`src/rtl/flood_relay_slot_controller_macros.svh`:
```
// Assertion helpers for the flood relay slot controller.
// FRSC_ASSERT_SAME: antecedent implies consequent in the same cycle.
// FRSC_ASSERT_NEXT: antecedent implies consequent in the next cycle.
`ifndef FLOOD_RELAY_SLOT_CONTROLLER_MACROS_SVH
`define FLOOD_RELAY_SLOT_CONTROLLER_MACROS_SVH

`ifndef SYNTHESIS

`define FRSC_ASSERT_SAME(lbl, clk, rst_n, ante, cons) \
    lbl: assert property (@(posedge clk) disable iff (!rst_n) (ante) |-> (cons)) \
        else $error("frsc: same-cycle check failed");

`define FRSC_ASSERT_NEXT(lbl, clk, rst_n, ante, cons) \
    lbl: assert property (@(posedge clk) disable iff (!rst_n) (ante) |=> (cons)) \
        else $error("frsc: next-cycle check failed");

`else

`define FRSC_ASSERT_SAME(lbl, clk, rst_n, ante, cons)

`define FRSC_ASSERT_NEXT(lbl, clk, rst_n, ante, cons)

`endif

`endif

```
`src/rtl/frsc_pkg.sv`:
```
package frsc_pkg;

    typedef enum logic [1:0] {
        ST_INIT = 2'd0,
        ST_RX   = 2'd1,
        ST_TX   = 2'd2,
        ST_OFF  = 2'd3
    } radio_state_t;

    localparam logic CMD_ROUND_BEGIN = 1'b0;
    localparam logic CMD_SLOT        = 1'b1;

    localparam int ADDR_W = 4;
    localparam logic [1:0] REG_INITIATOR         = 2'd0;
    localparam logic [1:0] REG_MAX_TRANSMISSIONS = 2'd1;
    localparam logic [1:0] REG_RESTART_INTERVAL  = 2'd2;
    localparam logic [1:0] REG_ROUND_SLOTS       = 2'd3;

    localparam logic        RST_INITIATOR         = 1'b0;
    localparam logic [3:0]  RST_MAX_TRANSMISSIONS = 4'd3;
    localparam logic [4:0]  RST_RESTART_INTERVAL  = 5'd5;
    localparam logic [15:0] RST_ROUND_SLOTS       = 16'd255;

    localparam logic [4:0] TX_CNT_MAX = 5'd31;

    // bytes of the received word that replace the held value
    localparam int VALUE_BYTES = 4;
    localparam int LATCH_BYTES = (VALUE_BYTES < 4) ? VALUE_BYTES : 4;
    localparam logic [31:0] LATCH_MASK = (LATCH_BYTES >= 4) ? 32'hFFFF_FFFF :
                                         ((32'd1 << (LATCH_BYTES * 8)) - 32'd1);

    localparam int IN_DATA_W  = 88;
    localparam int OUT_DATA_W = 72;

    typedef struct packed {
        logic        initiator;
        logic [3:0]  max_transmissions;
        logic [4:0]  restart_interval;
        logic [15:0] round_slots;
    } cfg_t;

    typedef struct packed {
        logic         cmd;
        logic [15:0]  slot_index;
        radio_state_t radio_state;
        logic         rx_ok;
        logic [31:0]  rx_value;
        logic [31:0]  start_value;
    } item_t;

    typedef struct packed {
        radio_state_t next_radio;
        logic [15:0]  halt_slot_out;
        logic [16:0]  done_slot;
        logic [31:0]  flood_value;
    } result_t;

endpackage

```
`src/rtl/flood_relay_slot_controller.sv`:
```
// Flood relay slot controller: one radio decision per slot of a flooding round.
// Input stream (s_axis_*): tuser carries the command (round begin or slot
// outcome), tdata the slot index, radio state, success flag, received word and
// the initiator's start value. Each accepted item yields exactly one result
// item on the output stream (m_axis_*): next radio state, off slot, completion
// slot and the held flood value.
// An accepted item sits in the input register, the decision logic then loads
// the result register, and the receiver takes the result from there.
// Throughput: one item per cycle while m_axis_tready stays high; the decision
// logic is a single pass.
// When the receiver holds m_axis_tready low, the result register keeps its item
// and the input register keeps one more; s_axis_tready drops only when both
// are full and the result is not taken.
// Configuration through the APB port (registers at 0x0, 0x4, 0x8, 0xC); write
// it only while no item is in flight. pready is always high.
// Reset empties both pipeline stages and clears the round state; the off slot
// resets to the round length default and the registers to their defaults.
`include "flood_relay_slot_controller_macros.svh"

module flood_relay_slot_controller (
    input  logic                          clk,
    input  logic                          rst_n,
    // APB configuration
    input  logic                          psel,
    input  logic                          penable,
    input  logic                          pwrite,
    input  logic [frsc_pkg::ADDR_W-1:0]   paddr,
    input  logic [31:0]                   pwdata,
    output logic [31:0]                   prdata,
    output logic                          pready,
    // input stream
    input  logic                          s_axis_tvalid,
    output logic                          s_axis_tready,
    // [15:0] slot_index, [17:16] radio_state, [18] rx_ok, [50:19] rx_value,
    // [82:51] start_value, [87:83] zero
    input  logic [frsc_pkg::IN_DATA_W-1:0] s_axis_tdata,
    // [0] cmd
    input  logic                          s_axis_tuser,
    // result stream
    output logic                          m_axis_tvalid,
    input  logic                          m_axis_tready,
    // [1:0] next_radio, [17:2] halt_slot_out, [34:18] done_slot,
    // [66:35] flood_value, [71:67] zero
    output logic [frsc_pkg::OUT_DATA_W-1:0] m_axis_tdata
);

    frsc_pkg::cfg_t    cfg;
    frsc_pkg::item_t   item_reg;
    frsc_pkg::result_t result;
    frsc_pkg::result_t result_reg;
    logic              in_valid_reg;
    logic              out_valid_reg;
    logic              advance;

    assign pready = 1'b1;

    frsc_cfg u_cfg (
        .clk     (clk),
        .rst_n   (rst_n),
        .psel    (psel),
        .penable (penable),
        .pwrite  (pwrite),
        .paddr   (paddr),
        .pwdata  (pwdata),
        .prdata  (prdata),
        .cfg     (cfg)
    );

    assign advance       = in_valid_reg && (!out_valid_reg || m_axis_tready);
    assign s_axis_tready = !in_valid_reg || advance;

    always_ff @(posedge clk or negedge rst_n)
    begin
        if (!rst_n)
        begin
            in_valid_reg <= 1'b0;
        end
        else if (s_axis_tready)
        begin
            in_valid_reg <= s_axis_tvalid;
        end
    end

    always_ff @(posedge clk)
    begin
        if (s_axis_tvalid && s_axis_tready)
        begin
            item_reg.cmd         <= s_axis_tuser;
            item_reg.slot_index  <= s_axis_tdata[15:0];
            item_reg.radio_state <= frsc_pkg::radio_state_t'(s_axis_tdata[17:16]);
            item_reg.rx_ok       <= s_axis_tdata[18];
            item_reg.rx_value    <= s_axis_tdata[50:19];
            item_reg.start_value <= s_axis_tdata[82:51];
        end
    end

    frsc_core u_core (
        .clk    (clk),
        .rst_n  (rst_n),
        .cfg    (cfg),
        .item   (item_reg),
        .commit (advance),
        .result (result)
    );

    always_ff @(posedge clk or negedge rst_n)
    begin
        if (!rst_n)
        begin
            out_valid_reg <= 1'b0;
        end
        else if (advance)
        begin
            out_valid_reg <= 1'b1;
        end
        else if (m_axis_tready)
        begin
            out_valid_reg <= 1'b0;
        end
    end

    always_ff @(posedge clk)
    begin
        if (advance)
        begin
            result_reg <= result;
        end
    end

    assign m_axis_tvalid = out_valid_reg;
    assign m_axis_tdata  = {5'd0, result_reg.flood_value, result_reg.done_slot,
                            result_reg.halt_slot_out, result_reg.next_radio};

    `FRSC_ASSERT_NEXT(a_commit_shows_result, clk, rst_n, advance, m_axis_tvalid)
    `FRSC_ASSERT_SAME(a_empty_stage_ready, clk, rst_n, !in_valid_reg, s_axis_tready)
    `FRSC_ASSERT_SAME(a_round_begin_no_done, clk, rst_n,
        m_axis_tvalid && (m_axis_tdata[1:0] == frsc_pkg::ST_INIT),
        m_axis_tdata[34:18] == 17'd0)
    `FRSC_ASSERT_NEXT(a_stall_keeps_input, clk, rst_n,
        in_valid_reg && !advance, in_valid_reg)

endmodule

```
`src/rtl/frsc_cfg.sv`:
```
module frsc_cfg (
    input  logic                       clk,
    input  logic                       rst_n,
    input  logic                       psel,
    input  logic                       penable,
    input  logic                       pwrite,
    input  logic [frsc_pkg::ADDR_W-1:0] paddr,
    input  logic [31:0]                pwdata,
    output logic [31:0]                prdata,
    output frsc_pkg::cfg_t             cfg
);

    frsc_pkg::cfg_t cfg_reg;
    logic           wr_en;

    assign wr_en = psel && penable && pwrite;
    assign cfg   = cfg_reg;

    always_ff @(posedge clk or negedge rst_n)
    begin
        if (!rst_n)
        begin
            cfg_reg.initiator         <= frsc_pkg::RST_INITIATOR;
            cfg_reg.max_transmissions <= frsc_pkg::RST_MAX_TRANSMISSIONS;
            cfg_reg.restart_interval  <= frsc_pkg::RST_RESTART_INTERVAL;
            cfg_reg.round_slots       <= frsc_pkg::RST_ROUND_SLOTS;
        end
        else if (wr_en)
        begin
            unique case (paddr[3:2])
                frsc_pkg::REG_INITIATOR:         cfg_reg.initiator         <= pwdata[0];
                frsc_pkg::REG_MAX_TRANSMISSIONS: cfg_reg.max_transmissions <= pwdata[3:0];
                frsc_pkg::REG_RESTART_INTERVAL:  cfg_reg.restart_interval  <= pwdata[4:0];
                frsc_pkg::REG_ROUND_SLOTS:       cfg_reg.round_slots       <= pwdata[15:0];
                default:                         cfg_reg                   <= cfg_reg;
            endcase
        end
    end

    always_comb
    begin
        unique case (paddr[3:2])
            frsc_pkg::REG_INITIATOR:         prdata = {31'd0, cfg_reg.initiator};
            frsc_pkg::REG_MAX_TRANSMISSIONS: prdata = {28'd0, cfg_reg.max_transmissions};
            frsc_pkg::REG_RESTART_INTERVAL:  prdata = {27'd0, cfg_reg.restart_interval};
            frsc_pkg::REG_ROUND_SLOTS:       prdata = {16'd0, cfg_reg.round_slots};
            default:                         prdata = 32'd0;
        endcase
    end

endmodule

```
`src/rtl/frsc_core.sv`:
```
module frsc_core (
    input  logic              clk,
    input  logic              rst_n,
    input  frsc_pkg::cfg_t    cfg,
    input  frsc_pkg::item_t   item,
    input  logic              commit,
    output frsc_pkg::result_t result
);

    logic [4:0]  xmit_cnt_reg,   xmit_cnt_next;
    logic [4:0]  idle_phase_reg, idle_phase_next;
    logic        got_rx_reg,     got_rx_next;
    logic [31:0] held_reg,       held_next;
    logic [15:0] halt_slot_reg,  halt_slot_next;
    logic [16:0] done_slot_reg,  done_slot_next;

    frsc_pkg::radio_state_t decision;
    logic [4:0] interval;
    logic [5:0] idle_inc;
    logic [4:0] tx_inc;
    logic       rx_good;

    assign interval = (cfg.restart_interval == 5'd0) ? 5'd1 : cfg.restart_interval;
    assign idle_inc = {1'b0, idle_phase_reg} + 6'd1;
    assign tx_inc   = (xmit_cnt_reg < frsc_pkg::TX_CNT_MAX) ? (xmit_cnt_reg + 5'd1)
                                                            : xmit_cnt_reg;
    assign rx_good  = (item.radio_state == frsc_pkg::ST_RX) && item.rx_ok;

    always_comb
    begin
        decision        = frsc_pkg::ST_INIT;
        xmit_cnt_next   = xmit_cnt_reg;
        idle_phase_next = idle_phase_reg;
        got_rx_next     = got_rx_reg;
        held_next       = held_reg;
        halt_slot_next  = halt_slot_reg;
        done_slot_next  = done_slot_reg;

        if (item.cmd == frsc_pkg::CMD_ROUND_BEGIN)
        begin
            got_rx_next     = 1'b0;
            xmit_cnt_next   = 5'd0;
            idle_phase_next = 5'd0;
            held_next       = cfg.initiator ? item.start_value : 32'd0;
            halt_slot_next  = cfg.round_slots;
            done_slot_next  = 17'd0;
        end
        else
        begin
            // first good reception latches the word and the completion slot
            if (rx_good && !got_rx_reg)
            begin
                held_next      = (held_reg & ~frsc_pkg::LATCH_MASK) |
                                 (item.rx_value & frsc_pkg::LATCH_MASK);
                done_slot_next = {1'b0, item.slot_index} + 17'd1;
                got_rx_next    = 1'b1;
            end

            decision = frsc_pkg::ST_RX;
            unique case (item.radio_state)
                frsc_pkg::ST_INIT:
                begin
                    decision = cfg.initiator ? frsc_pkg::ST_TX : frsc_pkg::ST_RX;
                end
                frsc_pkg::ST_RX:
                begin
                    if (item.rx_ok)
                    begin
                        decision        = frsc_pkg::ST_TX;
                        idle_phase_next = 5'd0;
                    end
                    else
                    begin
                        // idle slot: phase wraps at the interval; initiator or informed node restarts on wrap
                        idle_phase_next = (idle_inc >= {1'b0, interval}) ? 5'd0
                                                                         : idle_inc[4:0];
                        if ((cfg.initiator || got_rx_reg) && idle_phase_next == 5'd0)
                        begin
                            decision = frsc_pkg::ST_TX;
                        end
                    end
                end
                frsc_pkg::ST_TX:
                begin
                    xmit_cnt_next = tx_inc;
                    decision      = (tx_inc > {1'b0, cfg.max_transmissions}) ? frsc_pkg::ST_OFF
                                                                             : frsc_pkg::ST_RX;
                end
                default:
                begin
                    decision = frsc_pkg::ST_RX;
                end
            endcase

            if (decision == frsc_pkg::ST_OFF)
            begin
                halt_slot_next = item.slot_index;
            end
        end
    end

    assign result.next_radio    = decision;
    assign result.halt_slot_out = halt_slot_next;
    assign result.done_slot     = done_slot_next;
    assign result.flood_value   = held_next;

    always_ff @(posedge clk or negedge rst_n)
    begin
        if (!rst_n)
        begin
            xmit_cnt_reg   <= 5'd0;
            idle_phase_reg <= 5'd0;
            got_rx_reg     <= 1'b0;
            held_reg       <= 32'd0;
            halt_slot_reg  <= frsc_pkg::RST_ROUND_SLOTS;
            done_slot_reg  <= 17'd0;
        end
        else if (commit)
        begin
            xmit_cnt_reg   <= xmit_cnt_next;
            idle_phase_reg <= idle_phase_next;
            got_rx_reg     <= got_rx_next;
            held_reg       <= held_next;
            halt_slot_reg  <= halt_slot_next;
            done_slot_reg  <= done_slot_next;
        end
    end

endmodule
```
`config.mk`:
```
export PLATFORM = sky130hd
export DESIGN_NAME = flood_relay_slot_controller
export DESIGN_NICKNAME = d
export VERILOG_FILES = /design/src/rtl/frsc_pkg.sv /design/src/rtl/flood_relay_slot_controller.sv /design/src/rtl/frsc_cfg.sv /design/src/rtl/frsc_core.sv
export VERILOG_INCLUDE_DIRS = /design/src /design/src/rtl
export SDC_FILE = /design/constraint.sdc
export NUM_CORES = 1
export LEC_CHECK = 0
export BUFFER_PORTS_ARGS = -buffer_cell sky130_fd_sc_hd__buf_2
export CELL_PAD_IN_SITES_DETAIL_PLACEMENT = 0
export CELL_PAD_IN_SITES_GLOBAL_PLACEMENT = 1
export CORE_ASPECT_RATIO = 2
export CORE_MARGIN = 8
export CORE_UTILIZATION = 30
export CTS_CLUSTER_DIAMETER = 50
export DETAILED_ROUTE_END_ITERATION = 8
export HOLD_SLACK_MARGIN = 0.05
export PLACE_DENSITY = 0.69
export SYNTH_ARGS = -nofsm -noshare
export SYNTH_HDL_FRONTEND = slang
export SYNTH_SLANG_ARGS = --single-unit
```
`constraint.sdc`:
```
create_clock -name clk -period 9.03 [get_ports clk]
set_input_delay 2.709 -clock clk [delete_from_list [all_inputs] [get_ports clk]]
set_output_delay 2.709 -clock clk [all_outputs]
set_load 0.02 [all_outputs]
```
## After elaboration in Yosys (flattened, before gate mapping)

Index checks and enable logic that the tools add are counted.

| word-level totals | value |
|---|---|
| register bits after elaboration | 255 |
| output and inout port bits | 107 |
| logic and storage cells | 88 |

| operators by class | value |
|---|---|
| add/subtract/negate cells | 3 |
| order comparisons | 3 |
| equality and inequality tests | 9 |
| muxes and demuxes | 26 |
| reductions and logical operators | 25 |

Operators with widths:

| cell | number |
|---|---|
| one-hot mux 32 bit (4 select lines) | 1 |
| two-way mux 32 bit | 3 |
| two-way mux 5 bit | 8 |
| two-way mux 17 bit | 2 |
| two-way mux 16 bit | 2 |
| adder 16 x 1 -> 17 bit (second input constant) | 1 |
| AND reduction 2 bit | 7 |
| zero test 5 bit | 2 |
| two-way mux 2 bit | 5 |
| == test 2 bit (second input constant) | 4 |
| logical AND 1 bit | 7 |
| adder 5 x 1 -> 6 bit (second input constant) | 1 |
| greater-or-equal comparator 6 x 5 -> 1 bit | 1 |
| inequality test 2 x 1 -> 1 bit (second input constant) | 3 |
| one-hot mux 2 bit (3 select lines) | 1 |
| adder 5 x 1 -> 5 bit (second input constant) | 1 |
| > comparator 5 x 4 -> 1 bit | 1 |
| < comparator 5 bit (second input constant) | 1 |
| == test 2 x 1 -> 1 bit (second input constant) | 2 |
| zero test 2 bit | 2 |
| two-way mux 1 bit | 4 |
| zero test 1 bit | 3 |
| logical OR 1 bit | 3 |
| nonzero test 2 bit | 1 |

## Longest topological paths before layout

Gate-level depths: netlist of the first run.

| logic depth | value |
|---|---|
| depth after elaboration | 13 |
| depth in mapped cells | 12 |
| gate-level depth less buffers | 9 |

## By module

A second synthesis of the first run with hierarchy kept.

| unflattened totals | value |
|---|---|
| cell total of the unflattened synthesis | 885 |
| area, all modules | 11334.6 µm² |

Modules (own cells, without submodules):

| module | times used | cells each | area each (µm²) |
|---|---|---|---|
| frsc_core | 1 | 617 | 5298.8 |
| flood_relay_slot_controller | 1 | 167 | 4690.7 |
| frsc_cfg | 1 | 101 | 1345.0 |

## Worst setup path after synthesis of the first run

Ideal clock, no wire load.

| path | value |
|---|---|
| path kind | input port to output port |
| start | in paddr[3] (netlist name) |
| end | out prdata[11] |
| data arrival time | 3.614 ns |
| slack | 2.707 ns |
| stages | 4 |
| path buffers | 2 |
| path through | clkbuf_1 -> nand2_1 -> clkbuf_1 -> nor2_1 |

| between the ends | value |
|---|---|
| word-level cells in the longest chain between the ends | 2 |

RTL lines:

| element | RTL line | RTL |
|---|---|---|
| from (decl) | flood_relay_slot_controller.sv:27 | `input logic [frsc_pkg::ADDR_W-1:0] paddr,` |
| == test 2 bit (tied with other cells) | frsc_cfg.sv:42 | `unique case (paddr[3:2])` |
| one-hot mux 32 bit (4 select lines) * | frsc_cfg.sv:42 |  |
| to (decl) | flood_relay_slot_controller.sv:29 | `output logic [31:0] prdata,` |

Mark *: on every way between the ends. The rest lies on a longest branch, timed or not. The select of a mux whose other input is x is not followed.

## Worst setup path after layout of the first run

| path | value |
|---|---|
| start | in paddr[2] (netlist name) |
| end | out prdata[8] |

The elaborated chain is that of the path after synthesis.

==> results of run 1 <==
tightest hold or removal path, stage by stage (launching register included):
cell and delay, ns:
dfrtp_1 0.34, nand2_1 0.05, o31ai_1 0.06
final timing paths:
path / cells past startpoint / slack [ns] / startpoint / endpoint
min in group asynchronous: 1 / 2.18 / rst_n / u_core.held_reg[8]
max in group asynchronous: 2 / 5.45 / rst_n / u_core.xmit_cnt_reg[0]
hold reg to reg: 2 / 0.48 / u_core.done_slot_reg[8] / u_core.done_slot_reg[8]
hold / removal: 2 / 0.48 / u_core.done_slot_reg[8] / u_core.done_slot_reg[8]
setup / recovery: 4 / 2.63 / paddr[2] / prdata[8]
setup reg to reg: 10 / 6.00 / u_core.xmit_cnt_reg[2] / m_axis_tdata[2]
per-layer routing:
metal  global-route usage  wire length [µm]  up-vias
met3              0.04361              2258       60
met2               0.2511             15930      238
met4              0.05917               855       12
met5                    0                89        -
li1                     -                 -     3531
met1               0.1264             10510     3618
power by group through the flow:
stage | clock, W | sequential [W] | combinational (W)
finish | 0.00122 | 0.00158 | 0.000600
global route | 0.00130 | 0.00160 | 0.000670
CTS | 0.00126 | 0.00158 | 0.000613
detailed placement | 0 | 0.00160 | 0.000611
global placement | 0 | 0.00160 | 0.000592
floorplan | 0 | 0.00163 | 0.000390
per-stage QoR:
stage               instance area, µm²  instances  power (W)    util
global placement                 12460       1481   0.002190  0.3364
floorplan                        11290        887   0.002024       -
detailed placement               12460       1481   0.002215  0.3364
CTS                              13450       1533   0.003455  0.3632
finish                           13470       1541   0.003400  0.3638
global route                     13460       1537   0.003571  0.3635
cells by family after synthesis:
family          after synthesis  share of synthesized area
mux                          81                    0.07845
flops                       255                     0.6388
fa+ha+maj                    12                    0.01339
xor+xnor                     18                    0.01406
buf+inv                     101                    0.05412
other cells                   2                  0.0006698
compound gates              179                     0.1106
simple gates                219                    0.08995
cell type report:
class                           instances  area, µm²  share of cell area
Clock buffer                           35      788.3             0.05851
Sequential cell                       255       7162              0.5316
Antenna cell                            8      20.02            0.001486
Tap cell                              459      574.3             0.04263
Clock inverter                         17      205.2             0.01523
Multi-Input combinational cell        531       3550              0.2635
Timing Repair Buffer                  204       1051             0.07801
Inverter                               32      122.6            0.009101
placed cells by master (no fill, tap or decap), types with 16 or more instances in the layout:
cell type	n
mux2_2	45
edfxtp_1	151
buf_2	192
inv_1	30
o21ai_0	77
nand2_1	108
mux2i_1	35
a22oi_1	19
clkbuf_16	29
nand4_1	21
dfstp_2	20
dfrtp_1	84
conb_1	22
nor2_1	34
o211ai_1	16
a21oi_1	16
==> qor.yml, run 1 <==
yosys:
  netlist_top_cells_area: "edfxtp_1, dfrtp_1, dfstp_2"
  yosysWarnings: 0
  syn-instance-count: 867
  synth_cell_types: 63
  seq_area_frac_synth: 0.6388
  synth_edf_count: 151
  synth_top_area_share: 0.4044
  synthTopCellsByCount: "edfxtp_1, nand2_1, dfrtp_1, o21ai_0, mux2_2"
  syn_avg_cell_area_um2: 12.93
  synth_ff_type: "edfxtp_1"
  synth_seq_cells: 255
  synth_area_mm2: 0.01121
  synth_top_cell_by_area: "edfxtp_1"
  async_flop_share: 0.4078
  synth.most_common_cell: "edfxtp_1"
clock_network:
  post-cts-setup-buffers: 0
  cts_resized: 0
  clk_path_buf_depth: 3
  cts_root_buf: "clkbuf_16"
  h-tree-depth: 1
  clkTransAtPathRegs_ns: 0.06
  cts_tree: "done"
  clk_latency_ns: 0.55
  cts_made_buffers: 28
  hold_buffers: 0
  clock-sinks: 255
die:
  die_width_um: 152.7
  die_y_um: 289.4
  start_util: 0.3027
  io_pins: 239
  die-area_mm2: 0.04419
  core_mm2: 0.03704
  fp-row-count: 100
routing:
  wire_per_inst_um: 19.24
  drc_errors: 0
  first_iter_violations: 341
  viasPerCell: 4.840
  route.vias.total: 7459
  wirelength_um: 29650
  detail-route-antenna-nets: 0
  dr.pass1.iters: 4
global_routing:
  antenna_found_initial: 14
  track_usage: 0.1319
  grt_pass1_vias: 8002
  grt-ovfl-total: 0
  grt_max_degree: 85
  grt_pass1_wl_um: 45680
sta:
  slew-limit-headroom: 0.2602
  hold_ws_ns: 0.4777
  min_period_ns: 6.404
  clock.fmax_mhz: 156.2
  min_period_over_period: 0.7092
  fin_skew_ns: 0.01470
  hold_viol_final: 0
  drv_slew: 0
  fin_setup_tns_ns: 0
  fin_ws_ns: 2.626
  finalSetupViolations: 0
  tightest_slew_ns: 1.110
  rsz0062_at_grt: "false"
power_and_ir_drop:
  ir_worst_vdd_v: 0.0001760
  clock_power_share: 0.358
  power.switching_w: 0.0009649
  switching_share: 0.2838
  seqPwrFrac: 0.466
  p_leak_nw: 5.694
  power_frac_comb: 0.177
  internal_power_w: 0.002435
  pwr_density_cell_mw_per_mm2: 252.4
setup_path:
  critPathTopFamily: "simple AND/OR/NAND/NOR gates"
  worstPathRequired_ns: 6.32
  path_cells: "buf_2 > nand2_1 > nor2_1 > buf_2"
  cp_common_cell: "buf_2"
  slowest_stage: "nand2_1"
  worstSetupPathType: "input port to output port"
  critical-path-max-stage-delay_ns: 0.37
  cp-end-kind: "output port"
  arrival_ns: 3.69
  worst-path-buf-inv: 2
  cp_max_fo: 13
  critPathLaunchType: "input port"
layout:
  areaGrowthSynthToFinish_pct: 20.16
  fillerInstances: 3629
  drive_gt1_frac: 0.3240
  largest_reg_flops: 84
  nNetsFinal: 1196
min_path:
  worstHoldPathType: "flip-flop to flip-flop"
placement:
  port-buffer-count: 193
  dpl.hpwl_um: 20610
  pre_cts_ws_ns: 2.537
  gp_congestion: 0.7684
job:
  cap_violations: 0
outcome:
  outcome: "complete, no violations"
Power figures use the tool's default switching activity.
==> run 2: changes to the inputs <==
- clock period: 9.03 -> 5.9 ns (I/O delays scaled with it)
==> run 2 against run 1 <==
Via count rose by 0.44%. Total power increased by 51%. Wire length rose by 0.38%. Worst hold slack lost 0.0067 ns. Cell count hardly changed. Core utilization down 0.051 points. Sequential share of layout area rose by 0.074 points. Critical endpoint is now prdata[10]. Largest cell class unchanged.
==> qor.yml, run 2 (same netlist as run 1, synthesis figures left out) <==
outcome:
  outcome: "complete, no violations"
setup_path:
  worstPathRequired_ns: 4.13  # -2.19 ns
  reg2reg_from: "u_core.xmit_cnt_reg[2]"
  crit_end: "prdata[10]"
  cp_common_cell: "buf_2"
  cp_num_cells: 4  # unchanged
  path_cells: "buf_2 > nand2_1 > nor2_1 > buf_2"
  cp_max_fo: 13  # unchanged
  cp-startpoint: "paddr[2]"
  critPathTopFamily: "simple AND/OR/NAND/NOR gates"
  cp-end-kind: "output port"
  arrival_ns: 2.82  # -0.87 ns
  reg2regPathDepth: 10  # unchanged
  slowest_stage: "nand2_1"
  critPathLaunchType: "input port"
  worstSetupPathType: "input port to output port"
  r2r_setup_slack_ns: 2.79  # -3.21 ns
  critical-path-max-stage-delay_ns: 0.40  # +0.03 ns
  r2r-end: "m_axis_tdata[2]"
  worst-path-buf-inv: 2  # unchanged
placement:
  port-buffer-count: 193  # unchanged
  pre_cts_ws_ns: 1.279  # -1.258 ns
  dpl.hpwl_um: 21100  # +2.3%
  place_inst: 1484  # +0.20%
  gp_congestion: 0.7747  # +0.82%
  dpl-instance-area_mm2: 0.01248  # +0.16%
layout:
  largest_reg_flops: 84  # unchanged
  drive_gt1_frac: 0.3262  # +0.002186
  nNetsFinal: 1199  # +0.25%
  final_cell_mix: "buf_2, edfxtp_1, nand2_1"
  finalNonFillerCells: 1542  # +0.065%
  layout_commonest_cell: "buf_2"
  areaGrowthSynthToFinish_pct: 20.00
  final_area_mm2: 0.01345  # -0.14%
power_and_ir_drop:
  pwr_density_cell_mw_per_mm2: 382.3  # +51%
  totalPowerFinal_w: 0.005143  # +51%
  p_leak_nw: 5.692  # about the same
  ir_worst_vdd_v: 0.0002382  # +35%
routing:
  drc_errors: 0  # unchanged
  route.vias.total: 7492  # +0.44%
  wirelength_um: 29760  # +0.38%
  wire_per_inst_um: 19.30  # +0.32%
  viasPerCell: 4.859  # +0.38%
  dr.pass1.iters: 5  # +1
  first_iter_violations: 361  # +5.9%
  detail-route-antenna-nets: 0  # unchanged
clock_network:
  cts_tree: "done"
  clock-sinks: 255  # unchanged
  hold_buffers: 0  # unchanged
  cts_root_buf: "clkbuf_16"
  clkTransAtPathRegs_ns: 0.06  # about the same
  h-tree-depth: 1  # unchanged
  cts_resized: 0  # unchanged
  clk_latency_ns: 0.55  # about the same
  cts_made_buffers: 28  # unchanged
  post-cts-setup-buffers: 0  # unchanged
  clk_path_buf_depth: 3  # unchanged
die:
  io_pins: 239  # unchanged
  start_util: 0.3027  # unchanged
  fp-row-count: 100  # unchanged
  die_y_um: 289.4  # unchanged
  die-area_mm2: 0.04419  # unchanged
  die_width_um: 152.7  # unchanged
  core_mm2: 0.03704  # unchanged
sta:
  drv_slew: 0  # unchanged
  finalSetupViolations: 0  # unchanged
  fin_ws_ns: 1.307  # -1.319 ns
  fin_skew_ns: 0.01383  # -0.0008677 ns
  slew-limit-headroom: 0.2147  # -0.04551
  rsz0062_at_grt: "false"
  min_period_ns: 4.593
  fin_setup_tns_ns: 0  # unchanged
  clock.fmax_mhz: 217.7
  tightest_slew_ns: 1.177  # +0.06700 ns
  min_period_over_period: 0.7785
  hold_viol_final: 0  # unchanged
global_routing:
  antenna_found_initial: 13  # -1
  grt_max_degree: 76  # -11%
  grt-ovfl-total: 0  # unchanged
  track_usage: 0.1320  # about the same
  grt_pass1_vias: 8153  # +1.9%
  grt_pass1_wl_um: 45540  # -0.30%
min_path:
  worstHoldPathType: "flip-flop to flip-flop"
  hold_depth: 2  # unchanged
job:
  cap_violations: 0  # unchanged
[run 2: power breakdown]
part | switching (W) | leakage [nW] | internal (W) | total (W)
clock network | 0.000752 | 0.472 | 0.00104 | 0.00180
registers | 0.000163 | 2.76 | 0.00226 | 0.00242
logic | 0.000552 | 2.46 | 0.000370 | 0.000922
total | 0.00147 | 5.69 | 0.00368 | 0.00514
[run 2: final cells by class]
type / count / area, µm²
inverter: 32 / 122.6
clock buffer: 34 / 784.5
clock inverter: 17 / 172.7
multi-input combinational: 531 / 3547
antenna: 7 / 17.52
fill: 3629 / 23580
timing repair buffer: 207 / 1074
tap: 459 / 574.3
sequential: 255 / 7162
[run 2: routing by layer]
metal	vias up	global-route usage	wire, µm
li1	3528	-	-
met1	3642	0.1272	10510
met2	232	0.2488	15960
met3	78	0.03764	1939
met4	12	0.07310	1273
met5	-	0	76
[run 2: worst min path at each step]
stage | start | to
final | u_core.done_slot_reg[10] | u_core.done_slot_reg[10]
after global placement | u_core.done_slot_reg[10] | u_core.done_slot_reg[10]
after floorplan | u_core.done_slot_reg[10] | u_core.done_slot_reg[10]
after global routing | u_core.done_slot_reg[8] | u_core.done_slot_reg[8]
after detailed placement | u_core.done_slot_reg[10] | u_core.done_slot_reg[10]
after CTS | u_core.done_slot_reg[10] | u_core.done_slot_reg[10]
[run 2: worst register-to-register path: cells and delay by family (launching register included)]
| kind | cells | cell delay, ns |
|---|---|---|
| AND/OR/NAND/NOR | 5 | 1.18 |
| AO/OA/AOI/OAI | 3 | 0.66 |
| flip-flops | 1 | 0.46 |
| buffers and inverters | 1 | 0.28 |
| adder cells (fa/ha/maj) | 1 | 0.25 |
[run 2: metrics by stage]
| step | hold slack, ns | utilization |
|---|---|---|
| global placement | 0.4556 | 0.3370 |
| global route | 0.4914 | 0.3630 |
| CTS | 0.4776 | 0.3628 |
| detailed placement | 0.4622 | 0.3370 |
| finish | 0.4710 | 0.3633 |
| floorplan | 0.4432 | - |
